[src/rtl/insertion_ordered_key_value_map_defines.svh]
// ----------------------------------------------------------------------------
// Assertion macros for the insertion-ordered key-value map
// Concurrent assertion helpers shared by the RTL; defining ASSERT_OFF
// removes them.
// ----------------------------------------------------------------------------
`ifndef INSERTION_ORDERED_KEY_VALUE_MAP_DEFINES_SVH
`define INSERTION_ORDERED_KEY_VALUE_MAP_DEFINES_SVH

`ifndef ASSERT_OFF
// Property that must hold on every clock edge outside reset.
`define IOKVM_ASSERT(name, clk, rst_n, prop, msg) \
  name: assert property (@(posedge clk) disable iff (!(rst_n)) (prop)) else $error(msg);
// Implication checked on every clock edge outside reset.
`define IOKVM_ASSERT_IMPL(name, clk, rst_n, pre, post, msg) \
  name: assert property (@(posedge clk) disable iff (!(rst_n)) (pre) |-> (post)) \
    else $error(msg);
`else
`define IOKVM_ASSERT(name, clk, rst_n, prop, msg)
`define IOKVM_ASSERT_IMPL(name, clk, rst_n, pre, post, msg)
`endif

`endif

[src/rtl/iokvm_pkg.sv]
// ----------------------------------------------------------------------------
// Insertion-ordered key-value map package
// Field widths, operation and status codes, and the control word of the
// transaction token that walks the cell chain.
// ----------------------------------------------------------------------------
package iokvm_pkg;

  localparam int unsigned OP_W     = 3;
  localparam int unsigned KEY_W    = 64;
  localparam int unsigned VALUE_W  = 64;
  localparam int unsigned STATUS_W = 2;

  typedef enum logic [OP_W-1:0] {
    OP_GET  = 3'd0,
    OP_PUT  = 3'd1,
    OP_DEL  = 3'd2,
    OP_PREV = 3'd3,
    OP_NEXT = 3'd4
  } op_e;

  typedef enum logic [STATUS_W-1:0] {
    ST_FOUND = 2'd0,
    ST_NONE  = 2'd1,
    ST_FULL  = 2'd2
  } status_e;

  // hit: lookup resolved (found, updated or inserted); del: a deletion has
  // taken place upstream and the cells behind it close the gap.
  typedef struct packed {
    logic valid;
    op_e  op;
    logic hit;
    logic del;
  } tok_ctrl_t;

endpackage

[src/rtl/iokvm_cell.sv]
// ----------------------------------------------------------------------------
// Map cell
// Holds one entry of the map and handles the token passing through it,
// then hands the token on to the next cell. Live entries are kept packed
// at the front of the chain in insertion order.
// ----------------------------------------------------------------------------
module iokvm_cell import iokvm_pkg::*; #(
  parameter int unsigned KEY_BITS   = 64,
  parameter int unsigned VALUE_BITS = 64
) (
  input  logic                  clk_i,
  input  logic                  rst_ni,
  input  tok_ctrl_t             tok_ctrl_i,
  input  logic [KEY_BITS-1:0]   tok_key_i,
  input  logic [VALUE_BITS-1:0] tok_value_i,
  input  logic [VALUE_BITS-1:0] tok_result_i,
  output tok_ctrl_t             tok_ctrl_o,
  output logic [KEY_BITS-1:0]   tok_key_o,
  output logic [VALUE_BITS-1:0] tok_value_o,
  output logic [VALUE_BITS-1:0] tok_result_o,
  input  logic                  left_used_i,
  input  logic [VALUE_BITS-1:0] left_value_i,
  input  logic                  right_used_i,
  input  logic [KEY_BITS-1:0]   right_key_i,
  input  logic [VALUE_BITS-1:0] right_value_i,
  output logic                  used_o,
  output logic [KEY_BITS-1:0]   key_o,
  output logic [VALUE_BITS-1:0] value_o
);

  logic                  used_q, used_d;
  logic [KEY_BITS-1:0]   key_q, key_d;
  logic [VALUE_BITS-1:0] value_q, value_d;
  tok_ctrl_t             ctrl_q, ctrl_d;
  logic [KEY_BITS-1:0]   tkey_q;
  logic [VALUE_BITS-1:0] tvalue_q;
  logic [VALUE_BITS-1:0] res_q, res_d;
  logic                  hit;

  assign hit = tok_ctrl_i.valid && used_q && (key_q == tok_key_i);

  always_comb begin
    ctrl_d  = tok_ctrl_i;
    res_d   = tok_result_i;
    used_d  = used_q;
    key_d   = key_q;
    value_d = value_q;
    if (tok_ctrl_i.valid) begin
      case (tok_ctrl_i.op)
        OP_GET: begin
          if (hit) begin
            ctrl_d.hit = 1'b1;
            res_d      = value_q;
          end
        end
        OP_PUT: begin
          // Live entries form a prefix, so the first free cell is only
          // reached once every live key has been compared.
          if (hit) begin
            value_d    = tok_value_i;
            ctrl_d.hit = 1'b1;
          end else if (!used_q && !tok_ctrl_i.hit) begin
            used_d     = 1'b1;
            key_d      = tok_key_i;
            value_d    = tok_value_i;
            ctrl_d.hit = 1'b1;
          end
        end
        OP_DEL: begin
          if (tok_ctrl_i.del) begin
            used_d = 1'b0;
          end else if (hit) begin
            used_d     = 1'b0;
            ctrl_d.del = 1'b1;
          end
        end
        OP_PREV: begin
          if (hit) begin
            ctrl_d.hit = left_used_i;
            if (left_used_i) begin
              res_d = left_value_i;
            end
          end
        end
        OP_NEXT: begin
          if (hit) begin
            ctrl_d.hit = right_used_i;
            if (right_used_i) begin
              res_d = right_value_i;
            end
          end
        end
        default: begin
        end
      endcase
    end
    // The deleting token now sits in the next cell: pull its entry forward.
    if (ctrl_q.valid && ctrl_q.del) begin
      used_d  = right_used_i;
      key_d   = right_key_i;
      value_d = right_value_i;
    end
  end

  always_ff @(posedge clk_i or negedge rst_ni) begin
    if (!rst_ni) begin
      used_q <= 1'b0;
      ctrl_q <= '0;
    end else begin
      used_q <= used_d;
      ctrl_q <= ctrl_d;
    end
  end

  always_ff @(posedge clk_i) begin
    key_q    <= key_d;
    value_q  <= value_d;
    tkey_q   <= tok_key_i;
    tvalue_q <= tok_value_i;
    res_q    <= res_d;
  end

  assign tok_ctrl_o   = ctrl_q;
  assign tok_key_o    = tkey_q;
  assign tok_value_o  = tvalue_q;
  assign tok_result_o = res_q;
  assign used_o       = used_q;
  assign key_o        = key_q;
  assign value_o      = value_q;

endmodule

[config.mk]
export PLATFORM = sky130hd
export DESIGN_NAME = iokvm_cell
export DESIGN_NICKNAME = d
export VERILOG_FILES = /design/src/rtl/insertion_ordered_key_value_map_defines.svh /design/src/rtl/iokvm_pkg.sv /design/src/rtl/iokvm_cell.sv
export SDC_FILE = /design/constraint.sdc
export NUM_CORES = 1
export LEC_CHECK = 0
export BUFFER_PORTS_ARGS = -buffer_cell sky130_fd_sc_hd__buf_4
export CAP_MARGIN = 20
export CORE_AREA = 2 2 284 286
export CTS_BUF_LIST = sky130_fd_sc_hd__clkbuf_4 sky130_fd_sc_hd__clkbuf_8
export CTS_CLUSTER_SIZE = 40
export DETAILED_ROUTE_END_ITERATION = 8
export DIE_AREA = 0 0 286 288
export PLACE_DENSITY_LB_ADDON = 0.12
export SYNTH_ARGS = -nofsm -noshare
export SYNTH_HDL_FRONTEND = slang
export SYNTH_SLANG_ARGS = --single-unit
[constraint.sdc]
create_clock -name clk_i -period 10.5 [get_ports clk_i]
set_input_delay 0.525 -clock clk_i [delete_from_list [all_inputs] [get_ports clk_i]]
set_output_delay 0.525 -clock clk_i [all_outputs]
set_load 0.05 [all_outputs]
# Yosys cells after proc, flatten, opt, wreduce, memory -nomap -nowiden
# Cells that the tools add are included.
[totals]
regBits = 327
out_inout_bits = 327
[op_classes]
n_eq_ne = 9
n_reduce_logical = 15
mux = 34
[ops]
columns = ["op", "n"]
rows = [
  ["$mux W64", 16],
  ["$pmux W64 S3", 1],
  ["$eq A64 B64 Y1", 1],
  ["$mux W1", 14],
  ["$eq A3 B2 Y1 const B", 2],
  ["$ne A3 B3 Y1 const B", 2],
  ["$reduce_bool A2 Y1", 3],
  ["$reduce_bool A3 Y1", 2],
  ["$reduce_and A5 Y1", 1],
  ["$logic_and A1 B1 Y1", 4],
  ["$ne A4 B4 Y1 const B", 1],
  ["$pmux W1 S4", 1],
  ["$reduce_and A4 Y1", 1],
  ["$eq A3 B1 Y1 const B", 1],
  ["$eq A3 B3 Y1 const B", 1],
  ["$logic_not A3 Y1", 1],
  ["$reduce_and A3 Y1", 1],
  ["$logic_not A1 Y1", 2],
  ["$mux W2", 1],
  ["$ne A2 B1 Y1 const B", 1],
  ["$pmux W1 S2", 1],
]

# Depth between registers and ports, before layout
# Gate-level depths: netlist (run 1).
[depth]
word_depth = 7
depth_mapped = 11

# Least setup slack after synthesis (run 1)
# OpenSTA, ideal clock, no wires.
[synth_path]
path_kind = "register to register"
start = "reg key_q[41] (netlist: key_o[41])"
end = "reg value_q[0] (netlist: value_o[0]) (enable)"
stages_incl_launch_ff = 10
setup_slack_ns = 2.735
setup_time_ns = 0.574
period_less_slack_ns = 7.765
arrival_time_ns = 7.191
path_buffers = 2
cell_sequence = "edfxtp_1 -> nor2b_1 -> a2111o_1 -> nor4_2 -> nand4_2 -> or4_1 -> buf_2 -> clkbuf_1 -> o21a_1 -> o21ai_0"
[synth_between]
elab_chain_len = 4
[synth_lines]
columns = ["element", "line_no", "text"]
rows = [
  ["from (decl)", "iokvm_cell.sv:32", "logic [KEY_BITS-1:0] key_q, key_d;"],
  ["from (signal assigned)", "iokvm_cell.sv:116", "key_q <= key_d;"],
  ["$eq A64 B64 Y1", "iokvm_cell.sv:40", "assign hit = tok_ctrl_i.valid && used_q && (key_q == tok_key_i);"],
  ["$logic_and A1 B1 Y1", "iokvm_cell.sv:40", ""],
  ["$reduce_bool A3 Y1 (no line)", "-", ""],
  ["$reduce_and A3 Y1 (no line)", "-", ""],
  ["to (signal assigned)", "iokvm_cell.sv:117", "value_q <= value_d;"],
  ["to (decl)", "iokvm_cell.sv:33", "logic [VALUE_BITS-1:0] value_q, value_d;"],
]
# Every way passes these cells.
# A chain may end at the register's enable or synchronous reset.

# Final worst setup path (run 1)
[layout_path]
start = "in tok_key_i[46]"
end = "reg value_q[63] (netlist: value_o[63]) (enable)"
[layout_between]
elab_chain_len = 4
[layout_lines]
columns = ["element", "line_no", "text"]
rows = [
  ["from (decl)", "iokvm_cell.sv:14", "input logic [KEY_BITS-1:0] tok_key_i,"],
  ["$eq A64 B64 Y1", "iokvm_cell.sv:40", ""],
  ["$logic_and A1 B1 Y1", "iokvm_cell.sv:40", ""],
  ["$reduce_bool A3 Y1 (no line)", "-", ""],
  ["$reduce_and A3 Y1 (no line)", "-", ""],
]
# Every way passes these cells.

==> reports/results.tsv, run 1 <==
metric	value	unit
grt_setup_unrepaired	false	
grt_busiest_layer	met2	
multi_input_area	0.00511	mm²
cts_buffers	70	
die_x	286	µm
seqPwrFrac	38.7	%
io_buffers	720	
p_sw	1.14	mW
grt_overflow	0	
finalCriticalPeriod	4.59	ns
cp_common_cell	buf_4	
dieArea	0.0824	mm²
grt_antenna_before_repair	14	
path_clk_slew	0.06	ns
yosysUniqueCellTypes	48	
fill_cells	8441	
seqCellArea	0.00786	mm²
path_class	input pin to register	
first_pass_iters	5	
synth_area	0.0132	mm²
drt_iter0_markers	575	
status	finished, final reports clean	
cp_cell_sequence	dlygate4sd3_1 -> buf_4 -> xor2_1 -> nor4_1 -> nand4_2 -> or4_2 -> o21a_1 -> o21ai_4 -> buf_4	
vias_per_cell	4.04	
cp_top_family	simple AND/OR/NAND/NOR gates	
hpwl	50500	µm
die_h	288	µm
intPower	2.58	mW
fin_tns_setup	0	ns
cp-end-kind	register	
grt_max_degree	65	
synth_seq_area_share	59.5	%
synth.ff_latch_count	327	
power_density	163	mW/mm²
grt_use_met1	17.4	%
clock_sinks	327	
syn2layout_area_growth	72.6	%
synthArstFlopShare	2.14	%
postSynthAreaPerCell	13.1	µm²
critPathMaxFanout	53	
clk_latency	0.65	ns
critPathSlowestCell	or4_2	
critical_path_arrival	4.82	ns
slew_violations	0	
yosysWarnings	0	
synth_nets	1400	
cts_resized	0	
synth_edf_count	128	
synth_ff_type	dfxtp_1	
drive_above_1_share	53.4	%
row_count	104	
combPwrFrac	20.5	%
cts_max_level	3	
startpoint_type	input pin	
cts_tree	yes	
finalSetupViolCount	0	
worst_pin_slew	1.11	ns
antenna_left	0	
drv_cap	0	
hold_violations	0	
peakVddDrop	84.5	µV
grtUsageMet3	6.31	%
globalplace.congestion	0.805	
track_usage	16.1	%
drt-total-wl	69200	µm
final_nets	2276	
worst_hold_slack	0.0929	ns
ios	721	
vias	12100	
fmax	218	MHz
min_path_type	input pin to register	
slowest_delay	0.81	ns
start_util	16.6	%
cp.required	10.73	ns
grt_pass1_vias	13000	
clock-skew-final	0.0430	ns
leakage	9.42	nW
drc	0	
use_met2	28.4	%
coreArea	0.0796	mm²
syn-instance-count	1006	
crit_buf_inv	3	
clockBufferDepth	3	
root_buffer	clkbuf_8	
avgRoutedWirePerCell	23.0	µm
slew_headroom	26.0	%
pwr-share-clk	40.8	%
swShare	30.7	%
fin_crit_sh	43.7	%
grt_pass1_wl	95200	µm
==> path summary, 6_finish.rpt <==
path,startpoint,endpoint,slack [ns],cells after the start
worst min register to register,value_o[63],tok_result_o[63],0.65,3
min in group asynchronous,rst_ni,tok_ctrl_o[2],0.31,2
worst min-delay path,tok_result_i[7],tok_result_o[7],0.09,3
worst max register to register,key_o[46],value_o[63],6.01,7
max in group asynchronous,rst_ni,tok_ctrl_o[1],10.04,2
worst max-delay path,tok_key_i[46],value_o[63],5.91,9
==> what timing repair did <==
| action | CTS | global route |
|---|---|---|
| hold buffers | 131 | 0 |
| buffers inserted | 0 | 0 |
| endpoints found under the hold margin | 137 | 0 |
==> registers in the layout (all words and copies together), names as in the netlist <==
register,flops
key_o,64
tok_key_o,64
tok_result_o,64
tok_value_o,64
value_o,64
tok_ctrl_o,6
used_o,1
==> logic make-up after synthesis <==
logic type / Yosys count / synth area share [%]
and+or+nand+nor: 134 / 5.52
buffers and inverters: 84 / 2.54
DFF: 327 / 59.5
AOI/OAI and AO/OA: 228 / 13.7
muxes: 192 / 15.9
xor gates and xnor gates: 41 / 2.72
==> cell usage after synthesis (8+ instances only) <==
| cell type | count | area share (%) |
|---|---|---|
| a22oi_1 | 47 | 2.7 |
| dfxtp_1 | 192 | 29 |
| xor2_1 | 22 | 1.5 |
| xnor2_1 | 19 | 1.3 |
| mux2i_1 | 47 | 3.6 |
| buf_1 | 14 | 0.40 |
| edfxtp_1 | 128 | 29 |
| nor2b_1 | 12 | 0.57 |
| o21ai_1 | 17 | 0.64 |
| nand3_1 | 50 | 1.9 |
| mux2_2 | 145 | 12 |
| inv_1 | 19 | 0.54 |
| nor4_1 | 8 | 0.38 |
| a22o_1 | 65 | 4.3 |
| a221oi_2 | 10 | 1.1 |
| o211ai_1 | 47 | 2.7 |
| nand2_1 | 27 | 0.77 |
| a221oi_1 | 8 | 0.53 |
| nor2_1 | 9 | 0.26 |
| nand2b_1 | 10 | 0.47 |
| clkbuf_1 | 42 | 1.2 |
==> layout make-up <==
type | count | share of cell area [%]
clock inverter | 18 | 0.730
sequential | 327 | 34.5
clock buffer | 110 | 5.96
timing repair buffer | 869 | 30.2
antenna | 8 | 0.0879
multi-input combinational | 595 | 22.4
tap | 1060 | 5.82
inverter | 19 | 0.313
==> placed cells by master (no fill, tap or decap), types with 9 or more instances in the layout <==
cell,instances
clkbuf_4,25
dlygate4sd3_1,131
edfxtp_1,128
nand2b_1,10
inv_1,19
o21ai_1,15
nand3_1,50
clkbuf_8,85
o211ai_1,47
a22oi_1,47
nor2_1,9
nand2_1,25
mux2_2,145
mux2i_1,47
xor2_1,22
dfxtp_1,192
nor2b_1,12
a22o_1,65
a221oi_2,10
xnor2_1,19
buf_4,737
==> metrics by stage <==
stage	instances	power (mW)	utilization [%]	setup slack [ns]	cell area (µm²)
2_1_floorplan	1006	1.86	-	2.74	13200
3_3_place_gp	2738	2.20	25.0	5.73	19900
3_5_place_dp	2739	2.20	25.0	5.65	19900
4_1_cts	2998	3.81	28.6	5.78	22800
5_1_grt	3004	3.90	28.6	5.67	22800
6_report	3006	3.72	28.6	5.91	22800
==> routing by layer <==
metal  up-vias  routed length, µm
met3       104               6320
met5         -                 68
met4        10               1790
li1       5637                  -
met1      5822              25900
met2       559              35100
==> worst register-to-register path, delay by kind of cell, from the launching register on <==
| kind | cells | cell delay (ns) |
|---|---|---|
| simple gates | 3 | 2.02 |
| flops | 1 | 0.42 |
| buf+inv | 1 | 0.72 |
| xor+xnor | 1 | 0.19 |
| compound gates | 2 | 0.59 |
==> power groups by stage <==
stage | Combinational [mW] | Clock [mW] | Sequential (mW)
after floorplan | 0.133 | 0 | 1.73
after global placement | 0.733 | 0 | 1.47
after detailed placement | 0.734 | 0 | 1.47
after CTS | 0.776 | 1.59 | 1.44
after global routing | 0.803 | 1.65 | 1.45
final | 0.764 | 1.52 | 1.44
(Power assumes the default switching activity.)
==> run 2, diff against run 1 <==
--- a/config.mk
+++ b/config.mk
@@ -7,11 +7,11 @@
 export LEC_CHECK = 0
 export BUFFER_PORTS_ARGS = -buffer_cell sky130_fd_sc_hd__buf_4
 export CAP_MARGIN = 20
-export CORE_AREA = 2 2 284 286
+export CORE_AREA = 2 2 280 282
 export CTS_BUF_LIST = sky130_fd_sc_hd__clkbuf_4 sky130_fd_sc_hd__clkbuf_8
 export CTS_CLUSTER_SIZE = 40
 export DETAILED_ROUTE_END_ITERATION = 8
-export DIE_AREA = 0 0 286 288
+export DIE_AREA = 0 0 282 284
 export PLACE_DENSITY_LB_ADDON = 0.12
 export SYNTH_ARGS = -nofsm -noshare
 export SYNTH_HDL_FRONTEND = slang
==> constraint.sdc (replaced) <==
create_clock -name clk_i -period 4.2 [get_ports clk_i]
set_input_delay 0.21 -clock clk_i [delete_from_list [all_inputs] [get_ports clk_i]]
set_output_delay 0.21 -clock clk_i [all_outputs]
set_load 0.05 [all_outputs]
==> run 2 against run 1 <==
  * Clock power increased by 150%
  * Clock skew increased by 0.011 ns
  * Non-clock buffer count increased by 274
  * Cell area increased by 12%
  * Worst setup slack got worse by 5.7 ns
  * Cell count increased by 8.3%
  * Sequential share of layout area decreased by 3.7 points
  * Largest cell class is now buffers
==> reports/results.tsv, run 2 (synthesis gave the netlist of run 1 again) <==
metric	value	unit
status	finished, final reports clean	
drc	0	
slowest_delay	0.76	ns
cp_cell_sequence	xor2_1 -> nor4_1 -> nand4_1 -> buf_4 -> or4_2 -> buf_4 -> nand3_1 -> o211ai_1 -> a22o_1 -> dlygate4sd3_1	
critPathSlowestCell	or4_2	
pwr-share-clk	39.8	%
stdcell_area	0.0255	mm²
cp.required	4.69	ns
vias_per_cell	4.07	
slew_headroom	27.6	%
critPathMaxFanout	30	
grt_pass1_vias	14800	
drt-total-wl	69700	µm
path_class	register to register	
seqPwrFrac	37.8	%
start_util	17.2	%
cp-end-kind	register	
highest_layer	met5	
route.met3.wl	5470	µm
intPower	6.63	mW
combPwrFrac	22.5	%
die_h	284	µm
power	9.52	mW
drv_cap	0	
fmax	252	MHz
syn2layout_area_growth	93.5	%
row_count	102	
grt_antenna_before_repair	7	
p_sw	2.90	mW
placed_cell_area	0.0200	mm²
hold_violations	0	
startpoint_type	register	
grt_setup_unrepaired	false	
min_path_type	input pin to register	
vias	13200	
hpwl	49900	µm
globalplace.congestion	0.763	
cts_buffers	69	
cts_max_level	3	
leakage	10.6	nW
dieArea	0.0801	mm²
track_usage	16.7	%
peakVddDrop	251	µV
ios	721	
layout_common_cells	740 x buf_4, 396 x dlygate4sd3_1, 192 x dfxtp_1	
coreArea	0.0770	mm²
path_clk_slew	0.06	ns
power_density	373	mW/mm²
root_buffer	clkbuf_8	
io_buffers	720	
final_common_cell	buf_4	
stdcell_count	3254	
grt_overflow	0	
clock_sinks	327	
worst_pin_slew	1.09	ns
clock-skew-final	0.0537	ns
post_cts_buffers	0	
fin_tns_setup	0	ns
grt_max_degree	66	
final.setup.worst_slack	0.235	ns
cp_common_cell	buf_4	
swShare	30.4	%
post-place-cells	2728	
place_ws	0.360	ns
clk_latency	0.66	ns
slew_violations	0	
crit_buf_inv	3	
avgRoutedWirePerCell	21.4	µm
cp_top_family	simple AND/OR/NAND/NOR gates	
final_nets	2549	
critical_path_arrival	4.46	ns
wl_met1	25800	µm
clockBufferDepth	3	
drive_above_1_share	47.3	%
drt_iter0_markers	412	
fin_crit_sh	94.4	%
grt_pass1_wl	97800	µm
wl_met2	36400	µm
die_x	282	µm
cts_tree	yes	
first_pass_iters	5	
finalSetupViolCount	0	
antenna_left	0	
finalCriticalPeriod	3.97	ns
## run 2: changes by cell type in the layout (fill, tap and decap cells not counted), sizes merged
cell / before / now
buf: 738 / 747
inv: 22 / 21
diode: 8 / 4
clkbuf: 110 / 115
clkinv: 11 / 6
bufinv: 2 / 1
dlygate4sd3: 131 / 396
## run 2: path summary, 6_finish.rpt
kind	start	to	slack, ns	depth (start not counted)
max reg2reg	key_o[32]	tok_result_o[61]	0.23	10
max	key_o[32]	tok_result_o[61]	0.23	10
min reg2reg	value_o[44]	tok_result_o[44]	0.63	3
max in group asynchronous	rst_ni	tok_ctrl_o[5]	3.35	3
min in group asynchronous	rst_ni	tok_ctrl_o[3]	0.56	3
min	tok_value_i[43]	tok_value_o[43]	0.21	2
## run 2: area by class of cell
cell class,instances,area [µm²]
flip-flops and latches,327,7860
fillers,7872,51400
inverters,19,71.3
clock buffers,115,1410
repair buffers,1143,9660
clock inverters,11,120
diodes,4,10.0
well taps,1040,1300
multi-input cells,595,5120
## run 2: worst reg2reg max path, stage by stage (launching register included)
cell           delay [ns]
edfxtp_1             0.41
xor2_1               0.18
nor4_1               0.59
nand4_1              0.27
buf_4                0.26
or4_2                0.76
buf_4                0.31
nand3_1              0.16
o211ai_1             0.10
a22o_1               0.24
dlygate4sd3_1        0.54
## run 2: power groups by stage
stage                     Combinational [mW]  Sequential, mW  Clock, mW
after floorplan                        0.334            4.31          0
after global placement                  1.83            3.66          0
after detailed placement                1.84            3.66          0
after CTS                               2.17            3.60       3.97
after global routing                    2.25            3.62       4.09
final                                   2.14            3.60       3.79
## run 2: per-stage QoR
step,hold WS (ns),util (%)
after floorplan,-0.0856,-
after CTS,0.112,33.2
after global routing,0.151,33.2
final,0.205,33.2
after global placement,0.0315,26.0
after detailed placement,0.0353,26.0
## run 2: what timing repair did
item                                   CTS  global route
endpoints found under the hold margin  334             0
setup endpoints to repair                0            15
hold buffers                           396             0
resized for setup                        0             2
## run 2: metal layers
layer | track usage (%) | vias up
met1 | 17.4 | 6408
met3 | 4.97 | 102
met5 | 0 | -
met2 | 31.3 | 540
li1 | - | 6191
met4 | 6.09 | 6
